### config.mk
export PLATFORM = sky130hd
export DESIGN_NAME = midpoint_circle_rasterizer
export DESIGN_NICKNAME = d
export VERILOG_FILES = /design/src/hdl/mcr_pkg.sv /design/src/hdl/mcr_emitter.sv /design/src/hdl/midpoint_circle_rasterizer.sv
export VERILOG_INCLUDE_DIRS = /design/src /design/src/hdl
export SDC_FILE = /design/constraint.sdc
export NUM_CORES = 1
export LEC_CHECK = 0
export BUFFER_PORTS_ARGS = -buffer_cell sky130_fd_sc_hd__buf_4
export CORE_MARGIN = 2
export CORE_UTILIZATION = 55
export CTS_CLUSTER_DIAMETER = 40
export DETAILED_ROUTE_END_ITERATION = 8
export PLACE_DENSITY = 0.79
export SYNTH_ARGS = -nofsm -noshare
export SYNTH_HDL_FRONTEND = slang
export SYNTH_SLANG_ARGS = --single-unit
### constraint.sdc
create_clock -name clk -period 8.6 [get_ports clk]
set_input_delay 0.86 -clock clk [delete_from_list [all_inputs] [get_ports clk]]
set_output_delay 0.86 -clock clk [all_outputs]
set_load 0.05 [all_outputs]
### src/hdl/assert_macros.svh
// ----------------------------------------------------------------------------
// Assertion macros
// Shared shorthand for the concurrent checks of the circle rasteriser.
// ----------------------------------------------------------------------------
`ifndef ASSERT_MACROS_SVH
`define ASSERT_MACROS_SVH

// Plain property, sampled on the rising edge, ignored during reset.
`define MCR_ASSERT(lbl, clk, rst_n, prop, msg) \
	lbl: assert property (@(posedge clk) disable iff (!rst_n) (prop)) else $error(msg);

// Same-cycle implication.
`define MCR_ASSERT_IMPL(lbl, clk, rst_n, ante, cons, msg) \
	lbl: assert property (@(posedge clk) disable iff (!rst_n) (ante) |-> (cons)) else $error(msg);

// Next-cycle implication.
`define MCR_ASSERT_NEXT(lbl, clk, rst_n, ante, cons, msg) \
	lbl: assert property (@(posedge clk) disable iff (!rst_n) (ante) |=> (cons)) else $error(msg);

`endif

### src/hdl/mcr_pkg.sv
// ----------------------------------------------------------------------------
// mcr_pkg
// Types and constants shared by the circle rasteriser modules.
// ----------------------------------------------------------------------------
package mcr_pkg;

	localparam int COLOR_W  = 16;
	localparam int CFG_W    = 11;
	localparam int CFG_IDX_W = 1;
	localparam int NPOINT   = 8;
	localparam int PT_IDX_W = $clog2(NPOINT);

	// register indexes
	localparam logic [CFG_IDX_W-1:0] CFG_SCREEN_WIDTH  = 1'd0;
	localparam logic [CFG_IDX_W-1:0] CFG_SCREEN_HEIGHT = 1'd1;

	localparam logic [CFG_W-1:0] SCREEN_WIDTH_RST  = 11'd240;
	localparam logic [CFG_W-1:0] SCREEN_HEIGHT_RST = 11'd320;

	// action codes
	localparam logic ACT_START = 1'b0;
	localparam logic ACT_STEP  = 1'b1;

	// midpoint decision constants
	localparam int D_INIT      = 3;
	localparam int D_INC_MINOR = 6;
	localparam int D_INC_MAJOR = 10;

	// what a loaded run of results is
	typedef struct packed {
		logic pixels;    // eight octant pixels, else one status item
		logic rejected;
		logic done;      // finished / nothing active
	} mcr_ctl_t;

	// result flags, point_valid in bit 0
	typedef struct packed {
		logic done_res;
		logic rejected;
		logic point_valid;
	} mcr_flags_t;

	localparam int FLAG_W = $bits(mcr_flags_t);

endpackage

### src/hdl/mcr_emitter.sv
// ----------------------------------------------------------------------------
// mcr_emitter
// Holds one step's snapshot and emits its results through an output register.
// ----------------------------------------------------------------------------
module mcr_emitter import mcr_pkg::*; #(
	parameter int CB = 10,
	localparam int OW = ((2 * CB + COLOR_W + 7) / 8) * 8
) (
	input  logic               clk,
	input  logic               arst_n,
	input  logic               load,
	input  mcr_ctl_t           ctl,
	input  logic [CB-1:0]      cx,
	input  logic [CB-1:0]      cy,
	input  logic [CB-1:0]      a,
	input  logic [CB-1:0]      b,
	input  logic [COLOR_W-1:0] color,
	output logic               free,
	output logic               m_tvalid,
	input  logic               m_tready,
	output logic [OW-1:0]      m_tdata,   // point_x, point_y, pixel_color
	output logic [FLAG_W-1:0]  m_tuser,   // point_valid, rejected, done_res
	output logic               m_tlast
);

	logic                busy_q;
	mcr_ctl_t            ctl_q;
	logic [PT_IDX_W-1:0] cnt_q;
	logic [CB-1:0]       cx_q, cy_q, a_q, b_q;
	logic [COLOR_W-1:0]  col_q;

	logic                m_valid_q;
	logic [CB-1:0]       px_q, py_q;
	logic [COLOR_W-1:0]  pcol_q;
	mcr_flags_t          flags_q;
	logic                last_q;

	logic                out_load;
	logic                run_last;
	logic [CB-1:0]       offx, offy, px, py;
	mcr_flags_t          flags;

	assign out_load = !m_valid_q || m_tready;
	assign run_last = !ctl_q.pixels || (cnt_q == PT_IDX_W'(NPOINT - 1));
	assign free     = !busy_q || (out_load && run_last);

	// octant select: bit 2 swaps offsets, bit 0 mirrors x, bit 1 mirrors y
	always_comb begin
		offx = cnt_q[2] ? a_q : b_q;
		offy = cnt_q[2] ? b_q : a_q;
		px   = cnt_q[0] ? (cx_q - offx) : (cx_q + offx);
		py   = cnt_q[1] ? (cy_q - offy) : (cy_q + offy);
		flags.point_valid = ctl_q.pixels;
		flags.rejected    = ctl_q.rejected;
		flags.done_res    = ctl_q.done && run_last;
	end

	always_ff @(posedge clk or negedge arst_n) begin
		if (!arst_n) begin
			busy_q    <= 1'b0;
			ctl_q     <= '0;
			cnt_q     <= '0;
			m_valid_q <= 1'b0;
		end else begin
			if (out_load) begin
				m_valid_q <= busy_q;
				if (busy_q) begin
					cnt_q <= cnt_q + PT_IDX_W'(1);
					if (run_last)
						busy_q <= 1'b0;
				end
			end
			if (load) begin
				busy_q <= 1'b1;
				ctl_q  <= ctl;
				cnt_q  <= '0;
			end
		end
	end

	always_ff @(posedge clk) begin
		if (load) begin
			cx_q  <= cx;
			cy_q  <= cy;
			a_q   <= a;
			b_q   <= b;
			col_q <= color;
		end
		if (out_load && busy_q) begin
			px_q    <= ctl_q.pixels ? px : '0;
			py_q    <= ctl_q.pixels ? py : '0;
			pcol_q  <= ctl_q.pixels ? col_q : '0;
			flags_q <= flags;
			last_q  <= run_last;
		end
	end

	assign m_tvalid = m_valid_q;
	assign m_tdata  = OW'({pcol_q, py_q, px_q});
	assign m_tuser  = flags_q;
	assign m_tlast  = last_q;

endmodule

### src/hdl/midpoint_circle_rasterizer.sv
// ----------------------------------------------------------------------------
// midpoint_circle_rasterizer
// Midpoint circle rasteriser: start and step items in, pixel items out.
//
// A start item (tuser 0) loads centre, radius and colour; the circle is refused
// when any extent falls off a screen of screen_width x screen_height (capped at
// 2^COORD_BITS), giving one item with rejected and done_res set. An accepted
// start gives one status item. Each step item (tuser 1) gives the eight octant
// pixels of the current offsets, tlast on the eighth, which also carries
// done_res once the circle is finished; a step with no circle active gives one
// item with done_res set. Every item ends its run with tlast. Items pass an
// input register, where the circle state is updated, into a result
// serialiser, whose output register emits one result per cycle while m_tready
// is high; the next item is taken as the last result of the previous one
// enters the output register. Screen size must be written only while the
// block is idle; the block itself does not enforce this.
// ----------------------------------------------------------------------------
`include "assert_macros.svh"

module midpoint_circle_rasterizer import mcr_pkg::*; #(
	parameter int COORD_BITS = 10,
	localparam int IN_W  = ((3 * COORD_BITS + COLOR_W + 7) / 8) * 8,
	localparam int OUT_W = ((2 * COORD_BITS + COLOR_W + 7) / 8) * 8
) (
	input  logic                 clk,
	input  logic                 arst_n,
	// configuration write port
	input  logic                 cfg_we,
	input  logic [CFG_IDX_W-1:0] cfg_index,
	input  logic [CFG_W-1:0]     cfg_data,
	// item in
	input  logic                 s_tvalid,
	output logic                 s_tready,
	input  logic [IN_W-1:0]      s_tdata,   // center_x, center_y, radius, color
	input  logic                 s_tuser,   // action
	// results out
	output logic                 m_tvalid,
	input  logic                 m_tready,
	output logic [OUT_W-1:0]     m_tdata,   // point_x, point_y, pixel_color
	output logic [FLAG_W-1:0]    m_tuser,   // point_valid, rejected, done_res
	output logic                 m_tlast
);

	localparam int CB = COORD_BITS;
	localparam int LW = (CB + 1 > CFG_W) ? CB + 1 : CFG_W;  // limit compare width
	localparam int DW = CB + 6;                             // decision width

	// screen size registers
	logic [CFG_W-1:0] width_q, height_q;

	always_ff @(posedge clk or negedge arst_n) begin
		if (!arst_n) begin
			width_q  <= SCREEN_WIDTH_RST;
			height_q <= SCREEN_HEIGHT_RST;
		end else if (cfg_we) begin
			unique case (cfg_index)
				CFG_SCREEN_WIDTH:  width_q  <= cfg_data;
				CFG_SCREEN_HEIGHT: height_q <= cfg_data;
				default: ;
			endcase
		end
	end

	// input register
	logic               valid_s1;
	logic               action_s1;
	logic [CB-1:0]      x_s1, y_s1, r_s1;
	logic [COLOR_W-1:0] color_s1;
	logic               take;
	logic               emit_free;

	assign take     = valid_s1 && emit_free;
	assign s_tready = !valid_s1 || take;

	always_ff @(posedge clk or negedge arst_n) begin
		if (!arst_n)
			valid_s1 <= 1'b0;
		else if (s_tready)
			valid_s1 <= s_tvalid;
	end

	always_ff @(posedge clk) begin
		if (s_tvalid && s_tready) begin
			action_s1 <= s_tuser;
			x_s1      <= s_tdata[CB-1:0];
			y_s1      <= s_tdata[2*CB-1:CB];
			r_s1      <= s_tdata[3*CB-1:2*CB];
			color_s1  <= s_tdata[3*CB+COLOR_W-1:3*CB];
		end
	end

	// circle state
	logic               active_q;
	logic [CB-1:0]      cx_q, cy_q, a_q, b_q;
	logic signed [DW-1:0] d_q;
	logic [COLOR_W-1:0] col_q;

	// on-screen check: x - r >= 0 and x + r <= limit - 1
	logic [LW-1:0]  cap, lim_x, lim_y;
	logic [CB:0]    sum_x, sum_y;
	logic           reject;

	always_comb begin
		cap    = LW'(1) << CB;
		lim_x  = (LW'(width_q)  < cap) ? LW'(width_q)  : cap;
		lim_y  = (LW'(height_q) < cap) ? LW'(height_q) : cap;
		sum_x  = {1'b0, x_s1} + {1'b0, r_s1};
		sum_y  = {1'b0, y_s1} + {1'b0, r_s1};
		reject = (x_s1 < r_s1) || (y_s1 < r_s1)
			|| ((LW + 1)'(sum_x) >= (LW + 1)'(lim_x))
			|| ((LW + 1)'(sum_y) >= (LW + 1)'(lim_y));
	end

	// midpoint update from the old offsets
	logic signed [DW-1:0]   d_init, d_next, a4, b4;
	logic [CB:0]            a_next;
	logic signed [CB+1:0]   b_next;
	logic                   fin;

	always_comb begin
		d_init = DW'(D_INIT) - (DW'(r_s1) << 1);
		a4     = DW'(a_q) << 2;
		b4     = DW'(b_q) << 2;
		if (d_q < 0) begin
			d_next = d_q + a4 + DW'(D_INC_MINOR);
			b_next = $signed({2'b00, b_q});
		end else begin
			d_next = d_q + a4 - b4 + DW'(D_INC_MAJOR);
			b_next = $signed({2'b00, b_q}) - (CB + 2)'(1);
		end
		a_next = {1'b0, a_q} + (CB + 1)'(1);
		fin    = $signed({1'b0, a_next}) > b_next;
	end

	mcr_ctl_t ctl;

	always_comb begin
		ctl = '0;
		if (action_s1 == ACT_START) begin
			ctl.rejected = reject;
			ctl.done     = reject;
		end else if (!active_q) begin
			ctl.done = 1'b1;
		end else begin
			ctl.pixels = 1'b1;
			ctl.done   = fin;
		end
	end

	always_ff @(posedge clk or negedge arst_n) begin
		if (!arst_n)
			active_q <= 1'b0;
		else if (take) begin
			if (action_s1 == ACT_START)
				active_q <= !reject;
			else if (active_q && fin)
				active_q <= 1'b0;
		end
	end

	always_ff @(posedge clk) begin
		if (take) begin
			if (action_s1 == ACT_START) begin
				if (!reject) begin
					cx_q  <= x_s1;
					cy_q  <= y_s1;
					a_q   <= '0;
					b_q   <= r_s1;
					d_q   <= d_init;
					col_q <= color_s1;
				end
			end else if (active_q) begin
				d_q <= d_next;
				a_q <= a_next[CB-1:0];
				b_q <= b_next[CB+1] ? '0 : b_next[CB-1:0];
			end
		end
	end

	// result serialiser; takes the offsets as they were before this step
	mcr_emitter #(
		.CB(CB)
	) u_emit (
		.clk      (clk),
		.arst_n   (arst_n),
		.load     (take),
		.ctl      (ctl),
		.cx       (cx_q),
		.cy       (cy_q),
		.a        (a_q),
		.b        (b_q),
		.color    (col_q),
		.free     (emit_free),
		.m_tvalid (m_tvalid),
		.m_tready (m_tready),
		.m_tdata  (m_tdata),
		.m_tuser  (m_tuser),
		.m_tlast  (m_tlast)
	);

	// checks
	`MCR_ASSERT_IMPL(a_le_b_a, clk, arst_n, active_q, a_q <= b_q, "active circle has a > b")
	`MCR_ASSERT_IMPL(status_last_a, clk, arst_n, m_tvalid && !m_tuser[0], m_tlast, "status item without last")
	`MCR_ASSERT_NEXT(start_active_a, clk, arst_n, take && action_s1 == ACT_START && !reject, active_q, "accepted start left block idle")

endmodule
Word level (Yosys, flattened, before mapping)
Index checks and enable logic that the tools add are counted.
{"block": "totals", "regBits": 247, "inputBits": 66, "output_inout_bits": 46, "wordCells": 120}
{"block": "classes", "add_sub_neg": 14, "magnitude_cmp": 8, "n_eq_ne": 4, "n_mux": 32, "n_bitwise": 3, "reduce_logical": 26}
{"op": "2-to-1 mux 10 bit", "count": 11}
{"op": "2-to-1 mux 16 bit", "count": 4}
{"op": "adder 10 x 10 -> 11 bit", "count": 2}
{"op": ">= comparator 11 bit", "count": 2}
{"op": "less-than comparator 11 bit, second input constant", "count": 2}
{"op": "2-to-1 mux 11 bit", "count": 2}
{"op": "adder 10 bit", "count": 2}
{"op": "less-than comparator 10 bit", "count": 2}
{"op": "subtractor 10 bit", "count": 2}
{"op": "adder 16 x 13 -> 16 bit", "count": 1}
{"op": "adder 16 x 4 -> 16 bit, second input constant", "count": 1}
{"op": "adder 16 x 5 -> 16 bit, second input constant", "count": 1}
{"op": "less-than comparator 16 x 1 -> 1 bit, second input constant", "count": 1}
{"op": "subtractor 16 x 13 -> 16 bit", "count": 1}
{"op": "greater-than comparator 12 bit", "count": 1}
{"op": "2-to-1 mux 12 bit", "count": 1}
{"op": "subtractor 2 x 11 -> 12 bit, first input constant", "count": 1}
{"op": "adder 10 x 1 -> 11 bit, second input constant", "count": 1}
{"op": "2-to-1 mux 1 bit", "count": 11}
{"op": "subtractor 10 x 1 -> 11 bit, second input constant", "count": 1}
{"op": "2-to-1 mux 3 bit", "count": 3}
{"op": "AND reduction 2 bit", "count": 4}
{"op": "logical OR 1 bit", "count": 7}
{"op": "logical AND 1 bit", "count": 6}
{"op": "other kinds (8)", "count": 17}

Longest topological paths before layout
{"block": "logic_depth", "depth_word": 7, "ltp_mapped": 19, "mapped_depth_nobuf": 19}

By module
Synthesis repeated with hierarchy kept, for this count alone.
{"block": "unflattened", "cells_unflattened": 1190, "hier_area_um2": 13968.4}
{"module": "midpoint_circle_rasterizer", "instances": 1, "cells_per_inst": 802, "area_per_inst_um2": 8936.1, "seq_area_each_um2": 4151.5}
{"module": "mcr_emitter", "instances": 1, "cells_per_inst": 388, "area_per_inst_um2": 5032.3, "seq_area_each_um2": 3083.0}

Worst setup path before layout
OpenSTA, ideal clock, no wires.
{"block": "synth_path", "path_kind": "flip-flop to flip-flop", "startpoint": "register r_s1[0]", "endpoint": "register a_q[0] (enable)", "setup_time_ps": 435, "t_arrival_ps": 6047, "required_ps": 8165, "slack_ps": 2118, "stages_incl_launch_ff": 20, "path_buffers": 0, "synth_period_minus_slack_ps": 6482, "cell_sequence": "edfxtp_1 ha_1 inv_1 fa_1 o21ba_2 o21ai_0 a21oi_1 o21bai_1 a21oi_1 nor2_1 nor2_1 xor2_1 ha_1 a21o_1 a21o_1 a21oi_1 nand3_1 or3_1 a211oi_2 o21bai_1"}
{"block": "synth_between", "elab_chain_cells": 6, "word_cells_on_any_way": 11, "classes_between": "add/sub (2); order compare (4); eq/ne (1); reduce/logical (4)"}
{"element": "start, declared", "line": "midpoint_circle_rasterizer.sv:67", "source": "logic [CB-1:0] x_s1, y_s1, r_s1;"}
{"element": "start signal, assigned", "line": "midpoint_circle_rasterizer.sv:87", "source": "r_s1 <= s_tdata[3*CB-1:2*CB];"}
{"element": "adder 10 x 10 -> 11 bit / less-than comparator 10 bit (equally long branches)", "line": "midpoint_circle_rasterizer.sv:107, midpoint_circle_rasterizer.sv:109"}
{"element": ">= comparator 11 bit / logical OR 1 bit (equally long branches)", "line": "midpoint_circle_rasterizer.sv:110, midpoint_circle_rasterizer.sv:109"}
{"element": "logical OR 1 bit", "line": "midpoint_circle_rasterizer.sv:110", "source": "|| ((LW + 1)'(sum_x) >= (LW + 1)'(lim_x))"}
{"element": "logical OR 1 bit *", "line": "midpoint_circle_rasterizer.sv:111", "source": "|| ((LW + 1)'(sum_y) >= (LW + 1)'(lim_y));"}
{"element": "!= test 2 bit (no line) *"}
{"element": "AND reduction 3 bit (no line) *"}
{"element": "end signal, assigned", "line": "midpoint_circle_rasterizer.sv:174", "source": "a_q <= a_next[CB-1:0];"}
{"element": "end, declared", "line": "midpoint_circle_rasterizer.sv:94", "source": "logic [CB-1:0] cx_q, cy_q, a_q, b_q;"}
Every way passes the cells marked *; elsewhere a longest branch is shown, timed or not.
A chain may end at the register's enable or synchronous reset.

Worst setup path after layout
{"block": "layout_path", "startpoint": "register r_s1[1]", "endpoint": "register b_q[5] (enable)"}
{"block": "layout_between", "elab_chain_cells": 6, "word_cells_on_any_way": 11, "classes_between": "add/sub (2); order compare (4); eq/ne (1); reduce/logical (4)"}
{"element": "adder 10 x 10 -> 11 bit / less-than comparator 10 bit (equally long branches)", "line": "midpoint_circle_rasterizer.sv:107, midpoint_circle_rasterizer.sv:109"}
{"element": ">= comparator 11 bit / logical OR 1 bit (equally long branches)", "line": "midpoint_circle_rasterizer.sv:110, midpoint_circle_rasterizer.sv:109"}
{"element": "logical OR 1 bit", "line": "midpoint_circle_rasterizer.sv:110"}
{"element": "logical OR 1 bit *", "line": "midpoint_circle_rasterizer.sv:111"}
{"element": "!= test 2 bit (no line) *"}
{"element": "AND reduction 3 bit (no line) *"}
{"element": "end signal, assigned", "line": "midpoint_circle_rasterizer.sv:168", "source": "b_q <= r_s1;"}
{"element": "end signal, assigned", "line": "midpoint_circle_rasterizer.sv:175", "source": "b_q <= b_next[CB+1] ? '0 : b_next[CB-1:0];"}
{"element": "end, declared", "line": "midpoint_circle_rasterizer.sv:94"}
Marks and branches as above.

==> results.py <==
metrics = {
    "status": {
        "outcome": "completed",
    },
    "logic_synthesis": {
        "synth_top_cell_area_share_pct": 46.40,
        "ys.flop_type": "edfxtp_1",
        "synth_edf_count": 214,
        "avgSynthCellArea_um2": 12.00,
        "synth_top_cell_by_area": "edfxtp_1",
        "synth_seq_cells": 246,
        "synth_area_leaders": "edfxtp_1 46%, ha_1 12%, dfrtp_1 4.7%",
        "synth-seq-area-share_pct": 52.24,
        "synth_area_um2": 13850,
        "synthArstFlopShare_pct": 13.01,
        "syn_inst": 1154,
        "yosys_warnings": 0,
        "synthDistinctLibCells": 77,
    },
    "clocking": {
        "cts_buffer_depth": 3,
        "cts.sinks": 246,
        "cts_tree": "yes",
        "cts_buffers": 31,
        "clk_latency_ns": 0.58,
        "post_cts_resized": 0,
        "post_cts_buffers": 0,
        "clk_pin_slew_ns": 0.06,
        "root_buffer": "clkbuf_16",
        "h-tree-depth": 1,
        "postCtsHoldBufs": 0,
    },
    "power": {
        "pwr-share-seq_pct": 34.9,
        "max-vdd-ir-drop_uv": 224.9,
        "power.density_nw_per_um2": 291.5,
        "internal-power_w": 0.002980,
        "switchingPower_w": 0.001702,
        "swShare_pct": 36.35,
        "p_clk_share_pct": 27.3,
        "p_leak_nw": 6.472,
        "power_w": 0.004681,
        "combPwrFrac_pct": 37.8,
    },
    "cells_and_area": {
        "final_common_cell": "edfxtp_1",
        "nets": 1481,
        "final_cell_mix": "214 x edfxtp_1, 133 x ha_1, 111 x buf_4, 78 x inv_1",
        "area_delta_synth_final_pct": 15.96,
        "fin_util_pct": 64.33,
        "n_antenna_cell": 0,
        "final_layout_size_suffix_gt1_share_pct": 17.28,
        "num-fill-cells": 1855,
        "final_cells": 1632,
    },
    "hold_path": {
        "min_path_type": "in -> async",
    },
    "placed_design": {
        "placed_cells": 1574,
        "io_buffers": 105,
        "gp_congestion": 0.9263,
        "dpl.hpwl_mm": 21.86,
    },
    "timing": {
        "tns_ns": 0,
        "maxSlewHeadroom_pct": 14.08,
        "worst_slew_pin_slew_ns": 1.256,
        "finalHoldViolCount": 0,
        "timing.final.crit_period_ns": 5.195,
        "max_clock_freq_mhz": 192.5,
        "setup_viol": 0,
        "slew_violations": 0,
        "rsz0062_at_grt": "no",
        "skew_ns": 0.02078,
        "period_share_pct": 60.41,
    },
    "global_route": {
        "grt_pass1_wl_mm": 47.38,
        "grt-busiest-layer": "met2",
        "grt_max_degree": 48,
        "overflow": 0,
        "use_met3_pct": 2.699,
        "antenna_found_initial": 0,
        "met1_usage_pct": 30.93,
        "grt_pass1_vias": 9061,
        "use_met2_pct": 38.50,
        "track_usage_pct": 22.72,
    },
    "drt": {
        "antenna_left": 0,
        "drc": 0,
        "via_per_inst": 5.643,
        "post_drt_wl_per_cell_um": 18.03,
        "first_pass_iters": 4,
        "drt-initial-drc-count": 729,
        "wl_mm": 29.43,
        "vias": 9210,
    },
    "setup_path": {
        "cp-start-kind": "register",
        "path_max_fanout": 35,
        "critPathCaptureType": "register",
        "startpoint": "r_s1[1]",
        "crit_required_ns": 8.80,
        "crit_type": "reg -> reg",
        "crit_arrival_ns": 5.40,
        "r2r-start": "r_s1[1]",
    },
    "die": {
        "dieWidth_um": 162.7,
        "core.rowCount": 58,
        "dieArea_um2": 26470,
        "core-area_um2": 24960,
        "ios": 112,
        "initial_utilization_pct": 55.48,
        "die_h_um": 162.7,
    },
    "job": {
        "cap_violations": 0,
    },
}
worst max-delay path, stage by stage (launching register included):
cell and delay, ns:
edfxtp_1 0.55, inv_1 0.25, fa_1 0.48, o21ba_2 0.23, o21ai_0 0.28, a21oi_1 0.12, o21bai_1 0.22, a21oi_1 0.13
nor2_1 0.13, nor2_1 0.08, o31ai_1 0.23, ha_1 0.29, nand4_1 0.12, nor3_1 0.07, nor4_1 0.27, nand3_1 0.10
or3_1 0.45, a211oi_4 0.24, o21bai_2 0.14, buf_4 0.44
state kept, by name, summed over array words and instances, names as in the netlist, 11 cells and up:
name	count
u_emit.col_q	16
d_q	15
col_q	16
color_s1	16
height_q	11
u_emit.pcol_q	16
width_q	11
cell type report:
| type | count | area (um2) | area share (%) |
|---|---|---|---|
| sequential | 246 | 7234 | 45.05 |
| multi-input combinational | 807 | 6228 | 38.78 |
| clock buffer | 38 | 837.1 | 5.212 |
| timing repair buffer | 111 | 833.3 | 5.189 |
| tap | 330 | 412.9 | 2.571 |
| inverter | 80 | 300.3 | 1.870 |
| clock inverter | 20 | 214.0 | 1.332 |
logic make-up after synthesis:
family	synth area share, %
fa+ha+maj	12.74
mux	3.614
xor+xnor	6.062
buf+inv	2.972
flops	52.24
compound gates	10.71
other cells	0.02708
simple gates	11.65
per-stage QoR:
stage	hold slack [ns]	setup slack, ns	instance area (um2)
final	0.2394	3.405	16060
after global routing	0.2577	3.120	16060
after CTS	0.2367	3.441	16060
after detailed placement	0.4045	3.454	15010
after global placement	0.4013	3.589	15010
after floorplan	0.4003	2.118	13860
layer usage:
metal,share of wire [%],vias up
met3,6.1,49
met2,48,286
li1,-,4467
met5,0,-
met4,2.5,0
met1,43,4408
power by group through the flow:
stage,clock [W],combinational [W],sequential (W)
after floorplan,0,0.00124,0.00175
after global placement,0,0.00170,0.00165
after detailed placement,0,0.00175,0.00166
after CTS,0.00130,0.00177,0.00163
after global routing,0.00134,0.00196,0.00165
final,0.00128,0.00177,0.00163
cell usage after synthesis, drive strengths merged, types with 3 or more instances:
cell	count
o21bai	11
mux2	24
and2	47
dfstp	6
or3	3
a31oi	8
nor3b	6
fa	5
dfrtp	26
xnor2	64
a211oi	15
o221ai	3
buf	11
nor4	4
o31ai	6
mux2i	23
nand3b	3
nor2	63
nor3	24
nand2	62
inv	79
o21ai	48
nand4	14
o21ba	3
clkbuf	13
nor2b	19
or2	4
a2111oi	4
o22ai	7
o21a	17
ha	133
xor2	31
nand2b	18
a21oi	50
edfxtp	214
o32ai	4
a21o	20
nand3	26
o211ai	5
worst paths after layout:
kind | endpoint | slack, ns | depth (start not counted)
max in group asynchronous | width_q[6] | 8.01 | 1
worst max-delay path | b_q[5] | 3.41 | 19
worst min-delay path | height_q[7] | 0.24 | 1
min in group clk | col_q[0] | 0.42 | 0
worst min register to register | col_q[0] | 0.42 | 0
worst max register to register | b_q[5] | 3.41 | 19
Power figures use the tool's default switching activity.
